`src/rtl/core/dlha_ram.sv`:
```
`default_nettype none
module dlha_ram #(
  parameter int WIDTH = 8,
  parameter int DEPTH = 64
) (
  input  wire logic                     clk,
  input  wire logic                     we,
  input  wire logic [$clog2(DEPTH)-1:0] waddr,
  input  wire logic [WIDTH-1:0]         wdata,
  input  wire logic [$clog2(DEPTH)-1:0] raddr,
  output logic      [WIDTH-1:0]         rdata
);

  logic [WIDTH-1:0] mem [DEPTH];

  always_ff @(posedge clk) begin
    if (we) begin
      mem[waddr] <= wdata;
    end
    rdata <= mem[raddr];
  end

endmodule
`default_nettype wire

```
`config.mk`:
```
export PLATFORM = sky130hd
export DESIGN_NAME = dlha_ram
export DESIGN_NICKNAME = d
export VERILOG_FILES = /design/src/rtl/core/dlha_ram.sv
export SDC_FILE = /design/constraint.sdc
export NUM_CORES = 1
export LEC_CHECK = 0
export BUFFER_PORTS_ARGS = -buffer_cell sky130_fd_sc_hd__buf_2
export CORE_AREA = 2 2 195 197
export CTS_BUF_LIST = sky130_fd_sc_hd__clkbuf_8
export CTS_CLUSTER_SIZE = 12
export DETAILED_ROUTE_END_ITERATION = 16
export DIE_AREA = 0 0 197 199
export GPL_ROUTABILITY_DRIVEN = 1
export PLACE_DENSITY_LB_ADDON = 0.2
export SLEW_MARGIN = 20
export SYNTH_ARGS = -nofsm -noshare
export SYNTH_HDL_FRONTEND = slang
export SYNTH_SLANG_ARGS = --single-unit
```
`constraint.sdc`:
```
create_clock -name clk -period 5.65 [get_ports clk]
set_clock_uncertainty 0.1 [all_clocks]
set_input_delay 1.13 -clock clk [delete_from_list [all_inputs] [get_ports clk]]
set_output_delay 1.13 -clock clk [all_outputs]
set_load 0.03 [all_outputs]
```
Yosys cells after proc, flatten, opt, wreduce, memory -nomap -nowiden
Memory sizes are Yosys's and may differ from the RTL's. A register that Yosys moved wholly into a read port is not among the register bits. Cells that the tools add are included.

Register bits after elaboration: 0. Memories kept: 1. Bits in writable memories: 512. Logic and storage cells: 3. Input bits: 22.

Mux-type cells: 2.

Memories: mem (depth 64, bits a word 8, rd ports 1, clocked after memory_dff 1, write ports 1, RTL line 14) `logic [WIDTH-1:0] mem [DEPTH];`.

Operator list (number): $mux W1 (2).

Depth between registers and ports, before layout
Gate-level depths: netlist of the first run.

Depth in word-level cells: 2. Gate-level depth with buffers: 9.

Least setup slack after synthesis of the first run
No wires, ideal clock.

Kind: input port to flip-flop. Start: input raddr[1]. End: register rdata[3], read port of mem. Slack: 2752 ps. Arrival time: 2670 ps. Stages: 7. Path buffers: 3. Setup time: 128 ps. Cells stage by stage: buf_4 -> buf_2 -> buf_2 -> mux4_2 -> mux4_2 -> o21ai_1 -> o41ai_1.

RTL lines: start, declared (RTL line 10) `input wire logic [$clog2(DEPTH)-1:0] raddr,`; end, declared (RTL line 11) `output logic [WIDTH-1:0] rdata`.

==> results.py, run 1 <==
metrics = {
    "placed_design": {
        "place_congestion": 0.778,
        "post-place-ws_ps": 1760,
        "hpwlAfterDp_mm": 25.9,
        "io_buffers": 29,
    },
    "clocking": {
        "clk_pin_slew_worst_paths_ps": 60,
        "h-tree-depth": 3,
        "cts_tree": "yes",
        "insertion_delay_ps": 630,
        "clock_sinks": 520,
        "cts_made_buffers": 82,
        "cts_resized": 0,
        "postCtsHoldBufs": 0,
        "post_cts_buffers": 0,
        "clk_path_buf_depth": 3,
        "clockRootBuffer": "clkbuf_8",
    },
    "power_and_ir_drop": {
        "power.density_mw_per_mm2": 342,
        "p_comb_share_pct": 5.3,
        "p_int_w": 0.00594,
        "pwr-share-clk_pct": 38.7,
        "leakagePower_nw": 7.06,
        "p_switching_w": 0.00170,
        "peakVddDrop_v": 0.000167,
        "sw_frac_of_total_pct": 22.2,
        "p_total_w": 0.00764,
        "pwr-share-seq_pct": 56.0,
    },
    "grt": {
        "grt-busiest-layer": "met2",
        "grt-ovfl-total": 0,
        "met2_usage_pct": 36.4,
        "grtUsageMet3_pct": 5.63,
        "antenna_found_initial": 2,
        "grt_pass1_wl_mm": 65.9,
        "grt_usage_pct": 23.7,
        "grt_pass1_vias": 9898,
        "use_met1_pct": 33.9,
        "grt_max_degree": 65,
    },
    "logic_synthesis": {
        "ys_ff_latch": 520,
        "avgSynthCellArea_um2": 21.5,
        "syn-num-nets": 962,
        "yosysSeqAreaShare_pct": 77.0,
        "ys_warn_count": 0,
        "synth_edf_count": 512,
        "yosys.area.top_type": "edfxtp_1",
        "syn_inst": 940,
        "async_reset_ff_share_pct": 0,
        "synth_flop_cell": "edfxtp_1",
        "synth_top_area_share_pct": 76.2,
        "yosysUniqueCellTypes": 40,
        "synthTopCellsByArea": "edfxtp_1 76%, mux4_2 14%, nor2_1 1.5%",
        "syn-cell-area_mm2": 0.0202,
    },
    "die": {
        "die_h_um": 199,
        "ioPinCount": 30,
        "start_util_pct": 54.3,
        "rows": 71,
        "die_area_mm2": 0.0392,
        "die_x_um": 197,
        "core_mm2": 0.0371,
    },
    "worst_setup_path": {
        "crit_top_cell": "buf_12",
        "worstSetupEndpointType": "flip-flop",
        "critical_path_required_ps": 6050,
        "reg2reg_slack_ps": 3550,
        "critPathLaunchType": "primary input",
        "cp_cell_sequence": "clkbuf_8 -> buf_12 -> buf_12 -> mux4_2 -> o221a_2 -> nor3_1 -> o32ai_1",
        "worst-setup-path-type": "in2reg",
        "path_max_fanout": 56,
        "arrival_ps": 3570,
        "cpPeakStageDelay_ps": 560,
        "crit_slowest_cell": "clkbuf_8",
    },
    "final_layout": {
        "syn_to_final_growth_pct": 10.7,
        "insertedDiodeCount": 0,
        "drive_above_1_share_pct": 27.0,
        "layout_commonest_cell": "edfxtp_1",
        "utilization_pct": 60.1,
        "final_cell_mix": "512 x edfxtp_1, 126 x mux4_2, 92 x clkbuf_8, 83 x nor2_1, 26 x inv_1",
        "fillers": 2648,
        "nets": 1043,
    },
    "detailed_routing": {
        "wl_per_cell_um": 28.4,
        "vias_per_cell": 6.23,
        "wirelength_mm": 44.2,
        "firstDrtPassIters": 5,
        "drcViolationCount": 0,
        "first_iter_violations": 1005,
        "postRouteAntennaNets": 0,
        "vias": 9699,
    },
    "sta": {
        "period_needed_ps": 3170,
        "worst_slack_ps": 2480,
        "slew_headroom_pct": 24.6,
        "maxSlewViolCount": 0,
        "tns_ps": 0,
        "rsz0062_at_grt": "no",
        "fmax_mhz": 315,
        "fin_crit_sh_pct": 56.2,
        "setup_viol": 0,
        "tightest_slew_ps": 1130,
        "hold_violations": 0,
    },
    "hold_path": {
        "min_path_type": "reg2reg",
    },
    "job": {
        "cap_viol_max_count": 0,
    },
    "outcome": {
        "outcome": "finished clean",
    },
}
[cell usage after synthesis, types with 2 or more instances]
cell type    n
a21oi_1      3
dfxtp_1      8
a221oi_1     6
nand4_1      2
buf_2       11
buf_4       13
o2bb2ai_1    3
buf_12       2
mux2i_1     23
a22oi_1      3
a2111oi_0    2
o22ai_1      8
o21ai_1      2
nand3_1     13
buf_1        4
clkbuf_1    17
o21ai_0      2
o221ai_1     8
o2111ai_1    3
a211oi_1     4
nor4_1       2
edfxtp_1   512
nand2_1     19
nor2_1      83
o32ai_1      2
nor2b_1     14
nand3b_1     3
nor3_1       7
o21a_1       2
buf_6        4
o221a_2      2
o41ai_1      2
nand2b_1     7
mux2_2      13
mux4_2     126
[stage by stage]
| stage | hold slack [ps] | cells | area (um^2) |
|---|---|---|---|
| 4_1_cts | 674 | 1558 | 22300 |
| 5_1_grt | 743 | 1558 | 22300 |
| 3_5_place_dp | 690 | 1411 | 20800 |
| 6_report | 671 | 1558 | 22300 |
| 2_1_floorplan | 618 | 940 | 20200 |
| 3_3_place_gp | 698 | 1410 | 20800 |
[sequential cells by signal, summed over array words and instances (netlist names)]
name	flops
rdata	8
mem	512
[metal layers]
metal / vias to the layer above / part of all wire, %
met4: 4 / 2.4
met2: 450 / 48
met5: - / 0.059
met1: 5057 / 41
met3: 80 / 8.4
li1: 4108 / -
[path summary, 6_finish.rpt]
path,startpoint,endpoint,depth (start not counted)
setup / recovery,raddr[0],rdata[4],7
hold / removal,mem[35][2],rdata[2],4
setup reg to reg,mem[3][3],rdata[3],4
hold reg to reg,mem[35][2],rdata[2],4
[cell families after synthesis]
group	after synthesis	synth area share, %
AOI/OAI and AO/OA	54	2.07
muxes	162	15.9
DFF	520	77.0
and+or+nand+nor	153	3.39
buffers and inverters	51	1.57
[power groups by stage]
stage               clock network (W)  registers, W  logic (W)
floorplan                           0       0.00437   0.000228
global placement                    0       0.00436   0.000398
detailed placement                  0       0.00436   0.000405
CTS                           0.00301       0.00428   0.000406
global route                  0.00318       0.00428   0.000430
finish                        0.00296       0.00428   0.000403
[worst max-delay path: cells and delay by family]
family | cells | cell delay, ps
buffers and inverters | 3 | 1190
muxes | 1 | 530
and+or+nand+nor | 1 | 250
AOI/OAI and AO/OA | 2 | 390
[layout make-up]
| type | count | area (um^2) | share of cell area [%] |
|---|---|---|---|
| clock buffer | 91 | 1250 | 5.61 |
| clock inverter | 56 | 268 | 1.20 |
| tap | 474 | 593 | 2.66 |
| sequential | 520 | 15500 | 69.6 |
| timing repair buffer | 48 | 362 | 1.62 |
| multi-input combinational | 369 | 4320 | 19.3 |
Power figures use the tool's default switching activity.
==> inputs of run 2 (changes only) <==
==> constraint.sdc (replaced) <==
create_clock -name clk -period 2.89 [get_ports clk]
set_clock_uncertainty 0.1 [all_clocks]
set_input_delay 0.578 -clock clk [delete_from_list [all_inputs] [get_ports clk]]
set_output_delay 0.578 -clock clk [all_outputs]
set_load 0.03 [all_outputs]
==> run 2 against run 1 <==
Utilization rose by 2.3 points. Sequential power increased by 96%. Wire length rose by 2.1%. Largest cell class unchanged. Largest power group unchanged. Highest routed layer unchanged.
==> results.py, run 2 (synthesis results as in run 1) <==
metrics = {
    "die": {
        "core_mm2": 0.0371,
        "die_h_um": 199,
        "ioPinCount": 30,
        "die_x_um": 197,
        "die_area_mm2": 0.0392,
        "rows": 71,
        "start_util_pct": 54.3,
    },
    "worst_setup_path": {
        "r2r_end": "rdata[6]",
        "worstSetupEndpointType": "flip-flop",
        "worst-setup-path-type": "in2reg",
        "path_max_fanout": 19,
        "cp_cell_sequence": "clkbuf_8 -> buf_4 -> mux4_2 -> mux2_2 -> o221a_2 -> nor3_1 -> o32ai_1",
        "arrival_ps": 2630,
        "worstReg2RegStart": "mem[21][6]",
        "critPathBufInv": 2,
        "critical_path_required_ps": 3300,
        "crit_slowest_cell": "mux4_2",
        "ff2ff_path_depth": 5,
        "crit_family": "multiplexers",
        "reg2reg_slack_ps": 750,
        "cpPeakStageDelay_ps": 490,
        "critPathLaunchType": "primary input",
    },
    "power_and_ir_drop": {
        "leakagePower_nw": 7.61,
        "p_total_w": 0.0151,
        "pwr-share-clk_pct": 39.0,
        "p_comb_share_pct": 5.6,
        "peakVddDrop_v": 0.000398,
        "p_int_w": 0.0118,
        "p_switching_w": 0.00333,
        "power.density_mw_per_mm2": 652,
        "pwr-share-seq_pct": 55.5,
        "sw_frac_of_total_pct": 22.0,
    },
    "detailed_routing": {
        "vias_per_cell": 6.00,
        "first_iter_violations": 1079,
        "postRouteAntennaNets": 0,
        "vias": 9982,
        "drcViolationCount": 0,
        "wirelength_mm": 45.1,
        "firstDrtPassIters": 5,
        "wl_per_cell_um": 27.1,
    },
    "final_layout": {
        "drive_above_1_share_pct": 33.4,
        "regMostFlops": "mem",
        "reg.largest.list": "mem (512), rdata (8)",
        "utilization_pct": 62.4,
        "syn_to_final_growth_pct": 15.0,
        "final_cell_mix": "512 x edfxtp_1, 126 x mux4_2, 112 x buf_4, 86 x clkbuf_8, 83 x nor2_1",
        "largest_register_ffs": 512,
        "layout_commonest_cell": "edfxtp_1",
        "nets": 1143,
    },
    "clocking": {
        "insertion_delay_ps": 640,
        "clk_path_buf_depth": 3,
        "post_cts_buffers": 0,
        "clock_sinks": 520,
        "clk_pin_slew_worst_paths_ps": 60,
        "cts_resized": 0,
        "cts_made_buffers": 81,
        "postCtsHoldBufs": 0,
        "cts_tree": "yes",
        "h-tree-depth": 3,
        "clockRootBuffer": "clkbuf_8",
    },
    "sta": {
        "tightest_slew_ps": 724,
        "setup_viol": 0,
        "tns_ps": 0,
        "fmax_mhz": 451,
        "rsz0062_at_grt": "no",
        "hold_violations": 0,
        "period_needed_ps": 2220,
        "maxSlewViolCount": 0,
        "slew_headroom_pct": 51.7,
        "fin_crit_sh_pct": 76.8,
    },
    "grt": {
        "antenna_found_initial": 3,
        "grt_pass1_wl_mm": 66.9,
        "grt-ovfl-total": 0,
        "grt_pass1_vias": 10400,
        "grt_usage_pct": 24.0,
        "grt_max_degree": 65,
    },
    "placed_design": {
        "hpwlAfterDp_mm": 28.4,
        "place_congestion": 0.840,
        "io_buffers": 29,
    },
    "outcome": {
        "outcome": "finished clean",
    },
    "hold_path": {
        "min_path_type": "in2reg",
        "min_path_cells": 3,
        "min_to": "rdata[6]",
        "hold_start": "raddr[5]",
    },
    "job": {
        "cap_viol_max_count": 0,
    },
}
## run 2: cell types whose count changed in the layout (fill, tap and decap cells not counted), sizes merged, moves of 3 or more
cell	change
buf	+101
bufinv	+3
clkbuf	-6
clkinv	+14
diode	+3
inv	-9
## run 2: worst max path at each step
stage	end	start	slack, ps	cells after the start
5_1_grt	rdata[3]	raddr[0]	600	6
3_3_place_gp	rdata[4]	raddr[0]	60	7
2_1_floorplan	rdata[3]	raddr[1]	540	7
4_1_cts	rdata[4]	raddr[0]	690	7
3_5_place_dp	rdata[4]	raddr[0]	40	7
6_report	rdata[4]	raddr[0]	670	7
## run 2: per-stage QoR
step	setup WS (ps)	instances	hold WS, ps	instance area (um^2)
after floorplan	544	940	577	20200
after global placement	64.9	1512	716	21600
after detailed placement	35.4	1512	723	21600
after CTS	687	1662	268	23200
after global routing	596	1662	308	23200
final	671	1665	308	23200
## run 2: tightest hold or removal path, cell delays in order
cell and delay [ps]:
buf_2 220, nand3_1 110, o32ai_1 60
## run 2: power by group through the flow
stage | Clock (W) | Combinational (W) | Sequential (W)
6_report | 0.00589 | 0.000840 | 0.00838
5_1_grt | 0.00635 | 0.000894 | 0.00838
4_1_cts | 0.00602 | 0.000847 | 0.00838
3_5_place_dp | 0 | 0.000846 | 0.00854
3_3_place_gp | 0 | 0.000833 | 0.00853
2_1_floorplan | 0 | 0.000445 | 0.00855
## run 2: routing by layer
| metal | vias up | part of all wire (%) | GRT usage (%) | routed length (um) |
|---|---|---|---|---|
| met4 | 2 | 2.9 | 9.52 | 1310 |
| met2 | 394 | 48 | 37.5 | 21700 |
| li1 | 4308 | - | - | - |
| met3 | 76 | 8.1 | 6.12 | 3660 |
| met5 | - | 0.031 | 0 | 14 |
| met1 | 5202 | 41 | 32.9 | 18400 |
## run 2: layout make-up
| type | instances | area, um^2 |
|---|---|---|
| sequential | 520 | 15500 |
| fill | 2568 | 13900 |
| multi-input combinational | 369 | 4320 |
| timing repair buffer | 149 | 1180 |
| clock buffer | 85 | 1170 |
| tap | 474 | 593 |
| clock inverter | 65 | 379 |
| antenna | 3 | 7.51 |
